<file path="config.mk">
export PLATFORM = sky130hd
export DESIGN_NAME = civ_reply_deframer_classifier_core_flat
export DESIGN_NICKNAME = d
export VERILOG_FILES = /design/src/hw/rtl/cvd_pkg.sv /design/src/hw/rtl/cvd_ifs.sv /design/src/hw/rtl/cvd_dp.sv /design/src/hw/rtl/cvd_ctrl.sv /design/src/hw/rtl/civ_reply_deframer_classifier_core.sv /design/src/flat_wrapper.sv
export SDC_FILE = /design/constraint.sdc
export NUM_CORES = 1
export LEC_CHECK = 0
export ABC_CLOCK_PERIOD_IN_PS = 13600
export BUFFER_PORTS_ARGS = -buffer_cell sky130_fd_sc_hd__clkbuf_2
export CORE_ASPECT_RATIO = 1.4
export CORE_MARGIN = 2
export CORE_UTILIZATION = 30
export CTS_CLUSTER_SIZE = 16
export DETAILED_ROUTE_END_ITERATION = 6
export GPL_ROUTABILITY_DRIVEN = 1
export PLACE_DENSITY = 0.49
export SLEW_MARGIN = 20
export SYNTH_ARGS = -nofsm -noshare
export SYNTH_HDL_FRONTEND = slang
export SYNTH_SLANG_ARGS = --single-unit
</file>
<file path="constraint.sdc">
create_clock -name clock -period 13.6 [get_ports clock]
set_input_delay 2.72 -clock clock [delete_from_list [all_inputs] [get_ports clock]]
set_output_delay 2.72 -clock clock [all_outputs]
set_load 0.01 [all_outputs]
</file>
<file path="src/hw/rtl/cvd_pkg.sv">
`timescale 1ns / 1ps

package cvd_pkg;

   // Framing bytes
   localparam logic [7:0] PREAMBLE_BYTE = 8'hFE;
   localparam logic [7:0] END_BYTE      = 8'hFD;

   // Reply commands
   localparam logic [7:0] CMD_OK        = 8'hFB;
   localparam logic [7:0] CMD_NG        = 8'hFA;
   localparam logic [7:0] CMD_FREQ      = 8'h03;
   localparam logic [7:0] CMD_FREQ_SEL  = 8'h25;
   localparam logic [7:0] CMD_MODE      = 8'h26;
   localparam logic [7:0] CMD_METER     = 8'h15;
   localparam logic [7:0] SUB_METER_S   = 8'h02;

   // Reply kinds
   localparam logic [2:0] KIND_OK    = 3'd0;
   localparam logic [2:0] KIND_NG    = 3'd1;
   localparam logic [2:0] KIND_FREQ  = 3'd2;
   localparam logic [2:0] KIND_MODE  = 3'd3;
   localparam logic [2:0] KIND_METER = 3'd4;
   localparam logic [2:0] KIND_OTHER = 3'd5;

   // Register indexes
   localparam logic CSR_OWN_ADDRESS   = 1'b0;
   localparam logic CSR_RADIO_ADDRESS = 1'b1;

   localparam logic [7:0] OWN_ADDRESS_RESET   = 8'd0;
   localparam logic [7:0] RADIO_ADDRESS_RESET = 8'd164;

   // Body storage
   localparam int BODY_BYTES_DEFAULT = 16;
   localparam int KEPT_BYTES         = 9;
   localparam int KEPT_IDX_W         = 4;
   localparam logic [3:0] LAST_DIGIT = 4'd9;
   localparam logic [8:0] METER_MAX  = 9'd255;

   // Controller to datapath
   typedef struct packed {
      logic pc_clear;
      logic pc_inc;
      logic len_clear;
      logic store;
      logic latch_class;
      logic freq_step;
      logic load_out;
   } cvd_cmd_type;

   // Datapath to controller
   typedef struct packed {
      logic byte_pre;
      logic byte_end;
      logic pc_seen;
      logic len_zero;
      logic len_full;
      logic chk_accept;
      logic chk_freq;
      logic dig_last;
      logic freq_bad;
      logic out_free;
   } cvd_status_type;

endpackage

</file>
<file path="src/hw/rtl/cvd_ifs.sv">
`timescale 1ns / 1ps

// Received byte channel
interface cvd_req_if;
   logic       valid;
   logic       ready;
   logic [7:0] rx_byte;

   modport source (output valid, output rx_byte, input ready);
   modport sink   (input valid, input rx_byte, output ready);
endinterface

// Classified reply channel
interface cvd_rsp_if;
   logic        valid;
   logic        ready;
   logic [2:0]  reply_kind;
   logic [31:0] frequency_hz;
   logic [7:0]  mode_code;
   logic        data_mode;
   logic [7:0]  filter_code;
   logic [7:0]  meter_level;

   modport source (output valid, output reply_kind, output frequency_hz, output mode_code,
                   output data_mode, output filter_code, output meter_level, input ready);
   modport sink   (input valid, input reply_kind, input frequency_hz, input mode_code,
                   input data_mode, input filter_code, input meter_level, output ready);
endinterface

</file>
<file path="src/hw/rtl/cvd_dp.sv">
`timescale 1ns / 1ps

module cvd_dp #(
   parameter int BODY_BYTES = cvd_pkg::BODY_BYTES_DEFAULT
) (
   input  logic                  clock,
   input  logic                  reset,
   input  cvd_pkg::cvd_cmd_type  cmd,
   output cvd_pkg::cvd_status_type status,
   input  logic [7:0]            rx_byte,
   input  logic                  csr_we,
   input  logic                  csr_index,
   input  logic [7:0]            csr_wdata,
   input  logic                  rsp_ready,
   output logic                  rsp_valid,
   output logic [2:0]            reply_kind,
   output logic [31:0]           frequency_hz,
   output logic [7:0]            mode_code,
   output logic                  data_mode,
   output logic [7:0]            filter_code,
   output logic [7:0]            meter_level
);
   import cvd_pkg::*;

   localparam int LenW = $clog2(BODY_BYTES + 1);

   logic [7:0]      own_ff, own_in, radio_ff, radio_in;
   logic [1:0]      pc_ff, pc_in;
   logic [LenW-1:0] len_ff, len_in;
   logic [7:0]      store_ff [KEPT_BYTES];

   // staged classification
   logic [2:0]  kind_ff;
   logic [7:0]  mode_ff, filt_ff, lvl_ff;
   logic        data_ff, freq_hi_ff;
   logic [31:0] hz_ff, hz_in;
   logic [3:0]  dig_ff;
   logic        bad_ff;

   // output register
   logic        vld_ff, vld_in;
   logic [2:0]  okind_ff;
   logic [31:0] ohz_ff;
   logic [7:0]  omode_ff, ofilt_ff, olvl_ff;
   logic        odata_ff;

   // classifier outputs
   logic        chk_accept, chk_freq, freq_hi_c, data_c;
   logic [2:0]  kind_c;
   logic [7:0]  mode_c, filt_c, lvl_c;
   logic [3:0]  hund, tens, units;
   logic [8:0]  lvl_sum;
   logic        lvl_ok;

   // digit stepper
   logic [KEPT_IDX_W-1:0] byte_idx;
   logic [7:0]            dig_byte;
   logic [3:0]            nibble;
   logic                  nib_bad;

   // config registers
   always_comb begin
      own_in   = own_ff;
      radio_in = radio_ff;
      if (csr_we) begin
         unique case (csr_index)
            CSR_OWN_ADDRESS:   own_in   = csr_wdata;
            CSR_RADIO_ADDRESS: radio_in = csr_wdata;
            default: ;
         endcase
      end
   end

   // preamble count and body length
   always_comb begin
      pc_in = pc_ff;
      if (cmd.pc_clear) pc_in = 2'd0;
      else if (cmd.pc_inc && pc_ff != 2'd3) pc_in = pc_ff + 2'd1;
      len_in = len_ff;
      if (cmd.len_clear) len_in = '0;
      else if (cmd.store) len_in = len_ff + LenW'(1);
   end

   // meter level from BCD
   assign hund    = store_ff[4][3:0];
   assign tens    = store_ff[5][7:4];
   assign units   = store_ff[5][3:0];
   assign lvl_sum = 9'(hund) * 9'd100 + 9'(tens) * 9'd10 + 9'(units);
   assign lvl_ok  = (hund <= 4'd2) && (tens <= 4'd9) && (units <= 4'd9) &&
                    (lvl_sum <= METER_MAX);

   // frame check and classification
   always_comb begin
      chk_accept = 1'b0;
      chk_freq   = 1'b0;
      freq_hi_c  = 1'b0;
      kind_c     = KIND_OTHER;
      mode_c     = '0;
      data_c     = 1'b0;
      filt_c     = '0;
      lvl_c      = '0;
      if (len_ff >= LenW'(3) && store_ff[0] == own_ff && store_ff[1] == radio_ff) begin
         case (store_ff[2])
            CMD_OK: begin
               chk_accept = 1'b1;
               kind_c     = KIND_OK;
            end
            CMD_NG: begin
               chk_accept = 1'b1;
               kind_c     = KIND_NG;
            end
            CMD_FREQ: begin
               chk_accept = len_ff >= LenW'(8);
               chk_freq   = 1'b1;
               kind_c     = KIND_FREQ;
            end
            CMD_FREQ_SEL: begin
               chk_accept = len_ff >= LenW'(9);
               chk_freq   = 1'b1;
               freq_hi_c  = 1'b1;
               kind_c     = KIND_FREQ;
            end
            CMD_MODE: begin
               chk_accept = len_ff >= LenW'(7);
               kind_c     = KIND_MODE;
               mode_c     = store_ff[4];
               data_c     = store_ff[5] != 8'd0;
               filt_c     = store_ff[6];
            end
            CMD_METER: begin
               chk_accept = len_ff >= LenW'(6) && store_ff[3] == SUB_METER_S && lvl_ok;
               kind_c     = KIND_METER;
               lvl_c      = lvl_sum[7:0];
            end
            default: begin
               chk_accept = 1'b1;
               kind_c     = KIND_OTHER;
            end
         endcase
      end
   end

   // one BCD digit per step, most significant first
   assign byte_idx = KEPT_IDX_W'(7) + KEPT_IDX_W'(freq_hi_ff) - KEPT_IDX_W'(dig_ff[3:1]);
   assign dig_byte = store_ff[byte_idx];
   assign nibble   = dig_ff[0] ? dig_byte[3:0] : dig_byte[7:4];
   assign nib_bad  = nibble > 4'd9;
   assign hz_in    = (hz_ff << 3) + (hz_ff << 1) + 32'(nibble);

   // output register handshake
   always_comb begin
      vld_in = vld_ff;
      if (cmd.load_out) vld_in = 1'b1;
      else if (rsp_ready) vld_in = 1'b0;
   end

   always_ff @(posedge clock) begin
      if (reset) begin
         own_ff   <= OWN_ADDRESS_RESET;
         radio_ff <= RADIO_ADDRESS_RESET;
         pc_ff    <= 2'd0;
         len_ff   <= '0;
         vld_ff   <= 1'b0;
      end else begin
         own_ff   <= own_in;
         radio_ff <= radio_in;
         pc_ff    <= pc_in;
         len_ff   <= len_in;
         vld_ff   <= vld_in;
      end
   end

   // body bytes, staging and output payload
   always_ff @(posedge clock) begin
      if (cmd.store && len_ff < LenW'(KEPT_BYTES)) begin
         store_ff[len_ff[KEPT_IDX_W-1:0]] <= rx_byte;
      end
      if (cmd.latch_class) begin
         kind_ff    <= kind_c;
         mode_ff    <= mode_c;
         data_ff    <= data_c;
         filt_ff    <= filt_c;
         lvl_ff     <= lvl_c;
         freq_hi_ff <= freq_hi_c;
         hz_ff      <= '0;
         dig_ff     <= '0;
         bad_ff     <= 1'b0;
      end else if (cmd.freq_step) begin
         hz_ff  <= hz_in;
         dig_ff <= dig_ff + 4'd1;
         bad_ff <= bad_ff | nib_bad;
      end
      if (cmd.load_out) begin
         okind_ff <= kind_ff;
         ohz_ff   <= hz_ff;
         omode_ff <= mode_ff;
         odata_ff <= data_ff;
         ofilt_ff <= filt_ff;
         olvl_ff  <= lvl_ff;
      end
   end

   assign status.byte_pre   = rx_byte == PREAMBLE_BYTE;
   assign status.byte_end   = rx_byte == END_BYTE;
   assign status.pc_seen    = pc_ff != 2'd0;
   assign status.len_zero   = len_ff == '0;
   assign status.len_full   = len_ff >= LenW'(BODY_BYTES);
   assign status.chk_accept = chk_accept;
   assign status.chk_freq   = chk_freq;
   assign status.dig_last   = dig_ff == LAST_DIGIT;
   assign status.freq_bad   = bad_ff | nib_bad;
   assign status.out_free   = ~vld_ff | rsp_ready;

   assign rsp_valid    = vld_ff;
   assign reply_kind   = okind_ff;
   assign frequency_hz = ohz_ff;
   assign mode_code    = omode_ff;
   assign data_mode    = odata_ff;
   assign filter_code  = ofilt_ff;
   assign meter_level  = olvl_ff;

endmodule

</file>
<file path="src/hw/rtl/cvd_ctrl.sv">
`timescale 1ns / 1ps

module cvd_ctrl (
   input  logic                    clock,
   input  logic                    reset,
   input  logic                    in_valid,
   output logic                    in_ready,
   input  cvd_pkg::cvd_status_type status,
   output cvd_pkg::cvd_cmd_type    cmd
);
   import cvd_pkg::*;

   typedef enum logic [4:0] {
      ST_HUNT  = 5'b00001,
      ST_BODY  = 5'b00010,
      ST_CHECK = 5'b00100,
      ST_FREQ  = 5'b01000,
      ST_EMIT  = 5'b10000
   } state_type;

   state_type state_ff, state_in;
   logic      acc;

   assign in_ready = (state_ff == ST_HUNT) || (state_ff == ST_BODY);
   assign acc      = in_valid & in_ready;

   // next state and commands
   always_comb begin
      state_in = state_ff;
      cmd      = '0;
      unique case (state_ff)
         ST_HUNT: begin
            if (acc) begin
               if (status.byte_pre) begin
                  cmd.pc_inc = 1'b1;
                  if (status.pc_seen) begin
                     cmd.len_clear = 1'b1;
                     state_in      = ST_BODY;
                  end
               end else begin
                  cmd.pc_clear = 1'b1;
               end
            end
         end
         ST_BODY: begin
            if (acc) begin
               if (status.byte_end) begin
                  cmd.pc_clear = 1'b1;
                  state_in     = ST_CHECK;
               end else if (status.byte_pre && status.len_zero) begin
                  // extra leading preamble, skipped
               end else if (!status.len_full) begin
                  cmd.store = 1'b1;
               end else begin
                  // oversize body: drop and resynchronise
                  cmd.pc_clear  = 1'b1;
                  cmd.len_clear = 1'b1;
                  state_in      = ST_HUNT;
               end
            end
         end
         ST_CHECK: begin
            cmd.latch_class = 1'b1;
            if (!status.chk_accept) state_in = ST_HUNT;
            else if (status.chk_freq) state_in = ST_FREQ;
            else state_in = ST_EMIT;
         end
         ST_FREQ: begin
            cmd.freq_step = 1'b1;
            if (status.dig_last) state_in = status.freq_bad ? ST_HUNT : ST_EMIT;
         end
         ST_EMIT: begin
            if (status.out_free) begin
               cmd.load_out = 1'b1;
               state_in     = ST_HUNT;
            end
         end
         default: state_in = ST_HUNT;
      endcase
   end

   always_ff @(posedge clock) begin
      if (reset) state_ff <= ST_HUNT;
      else state_ff <= state_in;
   end

endmodule

</file>
<file path="src/hw/rtl/civ_reply_deframer_classifier_core.sv">
`timescale 1ns / 1ps

// Reply deframer and classifier for the radio's serial control bus.
// req_if carries one received bus byte per request (valid/ready). The block
// hunts for two 0xFE preambles, collects the body up to BODY_BYTES and, on
// the 0xFD terminator, checks length, addresses and command. An accepted
// frame gives one request on rsp_if with the reply kind and its decoded
// fields (unused fields are zero); rejected or oversized frames give none.
// Body bytes are taken one per cycle. After the terminator the input is held
// off through the check state, then for a frequency reply the digit steps (one
// BCD digit per cycle through the shared multiply-by-ten accumulator), then
// the load of the output register.
// A waiting reply sits in the output register while new bytes keep flowing;
// a second reply stalls in the load cycle until the receiver takes the first.
// csr_we/csr_index/csr_wdata set own_address (index 0) and radio_address
// (index 1); write them only while the block is idle. Reset is synchronous:
// the block returns to hunting, the output empties and the addresses return
// to 0 and 164.
module civ_reply_deframer_classifier_core #(
   parameter int BODY_BYTES = cvd_pkg::BODY_BYTES_DEFAULT
) (
   input  logic          clock,
   input  logic          reset,
   cvd_req_if.sink       req_if,
   cvd_rsp_if.source     rsp_if,
   input  logic          csr_we,
   input  logic          csr_index,
   input  logic [7:0]    csr_wdata
);
   import cvd_pkg::*;

   cvd_cmd_type    cmd;
   cvd_status_type status;

   cvd_ctrl u_ctrl (
      .clock    (clock),
      .reset    (reset),
      .in_valid (req_if.valid),
      .in_ready (req_if.ready),
      .status   (status),
      .cmd      (cmd)
   );

   cvd_dp #(
      .BODY_BYTES (BODY_BYTES)
   ) u_dp (
      .clock        (clock),
      .reset        (reset),
      .cmd          (cmd),
      .status       (status),
      .rx_byte      (req_if.rx_byte),
      .csr_we       (csr_we),
      .csr_index    (csr_index),
      .csr_wdata    (csr_wdata),
      .rsp_ready    (rsp_if.ready),
      .rsp_valid    (rsp_if.valid),
      .reply_kind   (rsp_if.reply_kind),
      .frequency_hz (rsp_if.frequency_hz),
      .mode_code    (rsp_if.mode_code),
      .data_mode    (rsp_if.data_mode),
      .filter_code  (rsp_if.filter_code),
      .meter_level  (rsp_if.meter_level)
   );

endmodule

</file>
<file path="src/flat_wrapper.sv">
// flat-port wrapper written by rule: the top's interface ports become plain ports
module civ_reply_deframer_classifier_core_flat import cvd_pkg::*;
#(
   parameter int BODY_BYTES = cvd_pkg::BODY_BYTES_DEFAULT
)
  (clock, reset, csr_we, csr_index, csr_wdata, req_if_valid, req_if_rx_byte, req_if_ready, rsp_if_valid, rsp_if_reply_kind, rsp_if_frequency_hz, rsp_if_mode_code, rsp_if_data_mode, rsp_if_filter_code, rsp_if_meter_level, rsp_if_ready);
  cvd_req_if req_if_i ();
  cvd_rsp_if rsp_if_i ();
  input  logic clock;
  input  logic reset;
  input  logic csr_we;
  input  logic csr_index;
  input  logic [7:0] csr_wdata;
  input wire logic [$bits(req_if_i.valid)-1:0] req_if_valid;
  input wire logic [$bits(req_if_i.rx_byte)-1:0] req_if_rx_byte;
  output wire logic [$bits(req_if_i.ready)-1:0] req_if_ready;
  output wire logic [$bits(rsp_if_i.valid)-1:0] rsp_if_valid;
  output wire logic [$bits(rsp_if_i.reply_kind)-1:0] rsp_if_reply_kind;
  output wire logic [$bits(rsp_if_i.frequency_hz)-1:0] rsp_if_frequency_hz;
  output wire logic [$bits(rsp_if_i.mode_code)-1:0] rsp_if_mode_code;
  output wire logic [$bits(rsp_if_i.data_mode)-1:0] rsp_if_data_mode;
  output wire logic [$bits(rsp_if_i.filter_code)-1:0] rsp_if_filter_code;
  output wire logic [$bits(rsp_if_i.meter_level)-1:0] rsp_if_meter_level;
  input wire logic [$bits(rsp_if_i.ready)-1:0] rsp_if_ready;
  assign req_if_i.valid = req_if_valid;
  assign req_if_i.rx_byte = req_if_rx_byte;
  assign req_if_ready = req_if_i.ready;
  assign rsp_if_valid = rsp_if_i.valid;
  assign rsp_if_reply_kind = rsp_if_i.reply_kind;
  assign rsp_if_frequency_hz = rsp_if_i.frequency_hz;
  assign rsp_if_mode_code = rsp_if_i.mode_code;
  assign rsp_if_data_mode = rsp_if_i.data_mode;
  assign rsp_if_filter_code = rsp_if_i.filter_code;
  assign rsp_if_meter_level = rsp_if_i.meter_level;
  assign rsp_if_i.ready = rsp_if_ready;
  civ_reply_deframer_classifier_core #(.BODY_BYTES(BODY_BYTES)) u_core (.clock(clock), .reset(reset), .req_if(req_if_i), .rsp_if(rsp_if_i), .csr_we(csr_we), .csr_index(csr_index), .csr_wdata(csr_wdata));
endmodule
</file>
==> Word level (Yosys, flattened, before mapping) <==
Memories as Yosys holds them, arrays and structs flattened. A register that Yosys moved wholly into a read port is not among the register bits.
Cells that the tools add are included.
{ "word_totals": {"register_bits": 147, "ramBits": 72, "out_inout_bits": 62, "wordCells": 143, "mem_count": 1} }
{ "mem_list": {"columns": ["memory", "words", "width", "read_ports", "rd_ports_with_merged_regs", "wr", "line_no", "text"], "rows": [
  ["u_core.u_dp.store_ff", 9, 8, 8, 1, 1, "cvd_dp.sv:30", "logic [7:0] store_ff [KEPT_BYTES];"]
]} }
{ "classes": {"addsub": 9, "mul": 2, "order_cmp": 12, "n_eq_ne": 26, "mux": 44, "n_bitwise": 5, "n_reduce_logical": 24} }
{ "ops": {"columns": ["op", "n"], "rows": [
  ["2-to-1 mux 5 bit", 12],
  ["adder 32 bit", 1],
  ["adder 32 x 4 -> 32 bit", 1],
  ["equality test 8 bit (second input constant)", 4],
  ["case mux 5 bit (5 select lines)", 1],
  ["2-to-1 mux 1 bit", 21],
  ["equality test 8 x 2 -> 1 bit (second input constant)", 2],
  ["equality test 8 x 6 -> 1 bit (second input constant)", 2],
  ["equality test 8 bit", 2],
  ["case mux 3 bit (5 select lines)", 1],
  [">= comparator 5 x 3 -> 1 bit (second input constant)", 2],
  [">= comparator 5 x 4 -> 1 bit (second input constant)", 2],
  ["logical AND 1 bit", 10],
  ["adder 9 x 4 -> 9 bit", 1],
  ["adder 9 x 8 -> 9 bit", 1],
  ["<= comparator 9 x 8 -> 1 bit (second input constant)", 1],
  ["equality test 8 x 5 -> 1 bit (second input constant)", 1],
  ["<= comparator 4 bit (second input constant)", 2],
  ["2-to-1 mux 2 bit", 4],
  ["!= test 2 bit (second input constant)", 4],
  ["AND reduction 2 bit", 4],
  ["AND reduction 8 bit", 1],
  ["nonzero test 8 bit", 1],
  ["multiplier 4 x 3 -> 7 bit (second input constant)", 1],
  ["31 further kinds", 40]
]} }

==> Longest topological paths before layout <==
An unclocked memory read counts as a cell.
{ "depth": {"ltp_word": 11, "mapped_depth": 20} }

==> By module <==
A second synthesis with hierarchy kept.
{ "unflattened": {"cells_unflattened": 1010, "area_unflattened_um2": 13634.3} }
{ "by_module_without_submodules": {"columns": ["module", "n_inst", "cells_each", "area_each_um2", "seq_area_each_um2"], "rows": [
  ["cvd_dp", 1, 953, 13220.2, 7737.4],
  ["cvd_ctrl", 1, 57, 414.1, 100.1]
]} }

==> Worst setup path before layout <==
OpenSTA, ideal clock, no wires.
{ "synth_timing": {"path_type": "input port to flip-flop", "from": "input rsp_if_ready", "to": "register u_core.u_dp.odata_ff (netlist: u_core.u_dp.data_mode), enable pin", "arrival_time_ns": 5.532, "required_ns": 13.115, "path_slack_ns": 7.583, "cell_stages": 2, "cell_sequence": "nand2b_1 -> nor2b_1"} }
{ "synth_rtl": {"columns": ["item", "line_no", "text"], "rows": [
  ["start, declared", "flat_wrapper.sv:24", "input wire logic [$bits(rsp_if_i.ready)-1:0] rsp_if_ready;"],
  ["end signal, assigned", "cvd_dp.sv:197", "odata_ff <= data_ff;"],
  ["end, declared", "cvd_dp.sv:45", "logic odata_ff;"]
]} }

==> Worst setup path after layout <==
{ "layout_timing": {"from": "register u_core.u_dp.dig_ff[1]", "to": "register u_core.u_dp.hz_ff[24]"} }
{ "layout_between": {"elab_chain_len": 4} }
{ "layout_lines": {"columns": ["item", "line_no", "text"], "rows": [
  ["start, declared", "cvd_dp.sv:37", "logic [3:0] dig_ff;"],
  ["start signal, assigned", "cvd_dp.sv:190", "dig_ff <= dig_ff + 4'd1;"],
  ["subtractor 4 x 3 -> 4 bit", "cvd_dp.sv:144", "assign byte_idx = KEPT_IDX_W'(7) + KEPT_IDX_W'(freq_hi_ff) - KEPT_IDX_W'(dig_ff[3:1]);"],
  ["memory read (9 x 8 bit)", null, null],
  ["2-to-1 mux 4 bit", "cvd_dp.sv:146", "assign nibble = dig_ff[0] ? dig_byte[3:0] : dig_byte[7:4];"],
  ["adder 32 x 4 -> 32 bit", "cvd_dp.sv:148", "assign hz_in = (hz_ff << 3) + (hz_ff << 1) + 32'(nibble);"],
  ["end signal, assigned", "cvd_dp.sv:189", "hz_ff <= hz_in;"],
  ["end, declared", "cvd_dp.sv:36", "logic [31:0] hz_ff, hz_in;"]
]} }
Every way passes these cells.
A chain may end at the register's enable or synchronous reset.

==> results.md <==
* Commonest non-fill, non-tap cells in the layout: edfxtp_1 (217), ha_1 (89), clkbuf_2 (83), nand2_1 (70), dfxtp_1 (66)
* Crit Path Category: flip-flop to flip-flop
* Peak supply drop at 0.08063 mV
* Post-CTS setup buffer count at 0
* Final hold vios at 0
* DR iter-0 viols at 552
* PD cells at 123.0 mW/mm²
* Skew-Pair Late Insertion Delay at 570 ps
* CP arrival at 6120 ps
* Critical Path Source: u_core.u_dp.dig_ff[1]
* Synth cell types at 66
* Hold Crit Class: flip-flop to flip-flop
* Vias in the first global route at 8,541
* CP Max Fanout at 32
* Max_slew headroom at 0.3887
* Antenna cells at 0
* Detail Route Antenna Nets at 0
* Synth Instances at 985
* Cell Chain, Critical Path: inv_1 > ha_1 > ha_2 > mux4_2 > mux2i_1 > mux4_2 > inv_1 > fa_1 > fa_1 > a211oi_1 > o21ai_1 > a211oi_2 > o211ai_1 > o41ai_2 > o21bai_1 > xor2_1 > a22o_1
* Worst-Margin Slew at 915.1 ps
* DP Area at 0.01449 mm²
* Fin crit period at 5661 ps
* Syn-to-layout area delta at 16.61%
* Flop2flop setup slack at 7940 ps
* Post-synth EDFFs at 217
* Yosys warning count at 0
* Setup crit end: u_core.u_dp.hz_ff[24]
* PostCTS Resize Cnt at 0
* Worst reg2reg path depth at 17
* WP data required at 14,060 ps
* Slew Viols, Final at 0
* Post-route cell area at 0.01554 mm²
* Routability Congestion at 0.8015
* Largest area contributor in the netlist: edfxtp_1
* Commonest non-fill, non-tap cell in the layout: edfxtp_1
* Setup TNS at 0 ps
* Die area at 0.04614 mm²
* Root Buffer: clkbuf_16
* GRT Resource Usage Total at 0.1330
* Final setup violation count at 0
* Starting density of the core at 0.3032
* Chip Height at 253.4 µm
* Pin count of the biggest net entering global routing at 61
* Ys async rst share at 0
* Mapped cell area at 0.01332 mm²
* RSZ-0062 raised after global routing: no
* Critical Path Max Stage Delay at 890 ps
* GR Layer Usage met3 at 0.02057
* Avg Inst Size Synth at 13.53 µm²
* Htree depth at 1
* Critical R2R Capture: u_core.u_dp.hz_ff[24]
* GR Util met1 at 0.1489
* Hold buffer count at cts at 0
* Antenna violations before repair at 0
* Final Cycle Share at 0.4162
* MaxCap Viol Count at 0
* CTS Buf Count at 31
* Clk sink count at 283
* WL/cell at 18.14 µm
* CTS tree: built
* HPWL Detailed at 22,310 µm
* Layout cells sized above 1 at 0.1509
* Max Fclk at 176.7 MHz
* Reg-to-Reg Start: u_core.u_dp.dig_ff[1]
* Final nets at 1,228
* Routed Wire Length at 30,680 µm
* Maximum buffer depth of the clock tree at 3
* CP max-delay cell: ha_2
* Drt via density at 4.837
* Num rows at 91
* Core region area at 0.04395 mm²
* Residual DRC at 0
* Fillers at 4,292
* Global routing usage on met2 at 0.2541
* Gr busiest metal: met2
* Clock Skew at 18.25 ps
* CP endpoint kind: flip-flop
* DR pass1 iterations at 4
* Area contributors post-synth: edfxtp_1 (49%), dfxtp_1 (9.9%), ha_1 (8.5%), mux4_1 (3.9%), mux4_2 (2.7%)
* Top-area cell type share of the netlist area at 0.4891
* Via count at 8,180
* Remaining Overflow, GRT at 0
* Ports at 84
* Startpoint Class: flip-flop
* Clk slew on worst S/H paths at 60 ps
* Status: completed
* #FFs+latches synth at 283
* Die width at 182.1 µm
* Seq/Total Area, Yosys at 0.5882
* First-pass GRT wire length at 47,510 µm
* Synth Flop Type: edfxtp_1
* Leak at 5.718 nW
* Port bufs at 83
-- state kept, by name (all words and copies together), names as in the netlist, 8 cells and up --
register / cells
u_core.u_dp.radio_ff: 8
u_core.u_dp.store_ff: 128
u_core.u_dp.hz_ff: 32
u_core.u_dp.own_ff: 8
u_core.u_dp.filt_ff: 8
u_core.u_dp.meter_level: 8
u_core.u_dp.mode_code: 8
u_core.u_dp.frequency_hz: 32
u_core.u_dp.filter_code: 8
u_core.u_dp.lvl_ff: 8
u_core.u_dp.mode_ff: 8
-- through the flow --
stage	instances	utilization	worst slack (ps)	power [mW]	hold WS, ps
floorplan	1016	-	7583	1.039	400.3
global placement	1634	0.3298	7987	1.072	404.7
detailed placement	1634	0.3298	7922	1.073	404.5
CTS	1691	0.3535	7937	1.941	420.0
global route	1691	0.3535	7671	1.985	424.1
finish	1691	0.3535	7939	1.911	418.3
-- cells in the mapped netlist (7+ instances only) --
cell / count
edfxtp_1: 217
a21oi_1: 42
nand3_1: 20
o21ai_0: 50
dfxtp_1: 66
clkbuf_1: 17
fa_1: 7
mux4_1: 20
ha_1: 90
xnor2_1: 38
a21o_1: 12
buf_2: 8
nor4_1: 10
nor2_1: 65
a211oi_1: 11
inv_1: 35
mux4_2: 16
nor3_1: 19
and2_1: 17
a22o_1: 8
nand2_1: 70
xor2_1: 17
nand4_1: 8
nor2b_1: 11
mux2i_1: 26
-- layout make-up --
cell class	instances	area (µm²)	share of cell area
clock buffer	34	787.0	0.05065
multi-input combinational	665	5335	0.3434
inverter	35	131.4	0.008455
tap	558	698.2	0.04493
clock inverter	23	257.7	0.01659
timing repair buffer	93	490.5	0.03157
sequential	283	7838	0.5044
-- worst min path at each step --
stage                     depth (start not counted)                          to                   start
after floorplan                                   0       u_core.u_dp.data_mode     u_core.u_dp.data_ff
after global placement                            0  u_core.u_dp.meter_level[6]   u_core.u_dp.lvl_ff[6]
after detailed placement                          0  u_core.u_dp.meter_level[2]   u_core.u_dp.lvl_ff[2]
after CTS                                         0  u_core.u_dp.meter_level[2]   u_core.u_dp.lvl_ff[2]
after global routing                              0  u_core.u_dp.filter_code[7]  u_core.u_dp.filt_ff[7]
final                                             0  u_core.u_dp.meter_level[6]   u_core.u_dp.lvl_ff[6]
-- cell families (layout without fill, tap and decap cells) --
| kind of cell | Yosys count | in the layout | synth area share |
|---|---|---|---|
| other | 1 | 32 | 0.0002814 |
| AO/OA/AOI/OAI | 164 | 164 | 0.07785 |
| XOR/XNOR | 55 | 55 | 0.03615 |
| AND/OR/NAND/NOR | 255 | 255 | 0.09353 |
| multiplexers | 62 | 62 | 0.08602 |
| flip-flops | 283 | 283 | 0.5882 |
| adder cells (fa/ha/maj) | 97 | 97 | 0.09503 |
| buffers and inverters | 68 | 185 | 0.02291 |
-- layer usage --
| layer | vias to the layer above | part of all wire |
|---|---|---|
| li1 | 3960 | - |
| met1 | 4014 | 0.40 |
| met2 | 162 | 0.54 |
| met3 | 44 | 0.036 |
| met4 | 0 | 0.026 |
| met5 | - | 0 |
-- worst max-delay path: cells and delay by family, from the launching register on --
| family | cells | cell delay (ps) |
|---|---|---|
| compound gates | 7 | 1770 |
| mux | 3 | 1020 |
| xor+xnor | 1 | 150 |
| fa+ha+maj | 4 | 2080 |
| buf+inv | 2 | 150 |
| flops | 1 | 380 |
-- where the power goes --
part	internal, mW	total (mW)	switching, mW
Clock	0.513	0.857	0.344
Combinational	0.0435	0.101	0.0578
Sequential	0.942	0.953	0.0104
(Power assumes the default switching activity.)
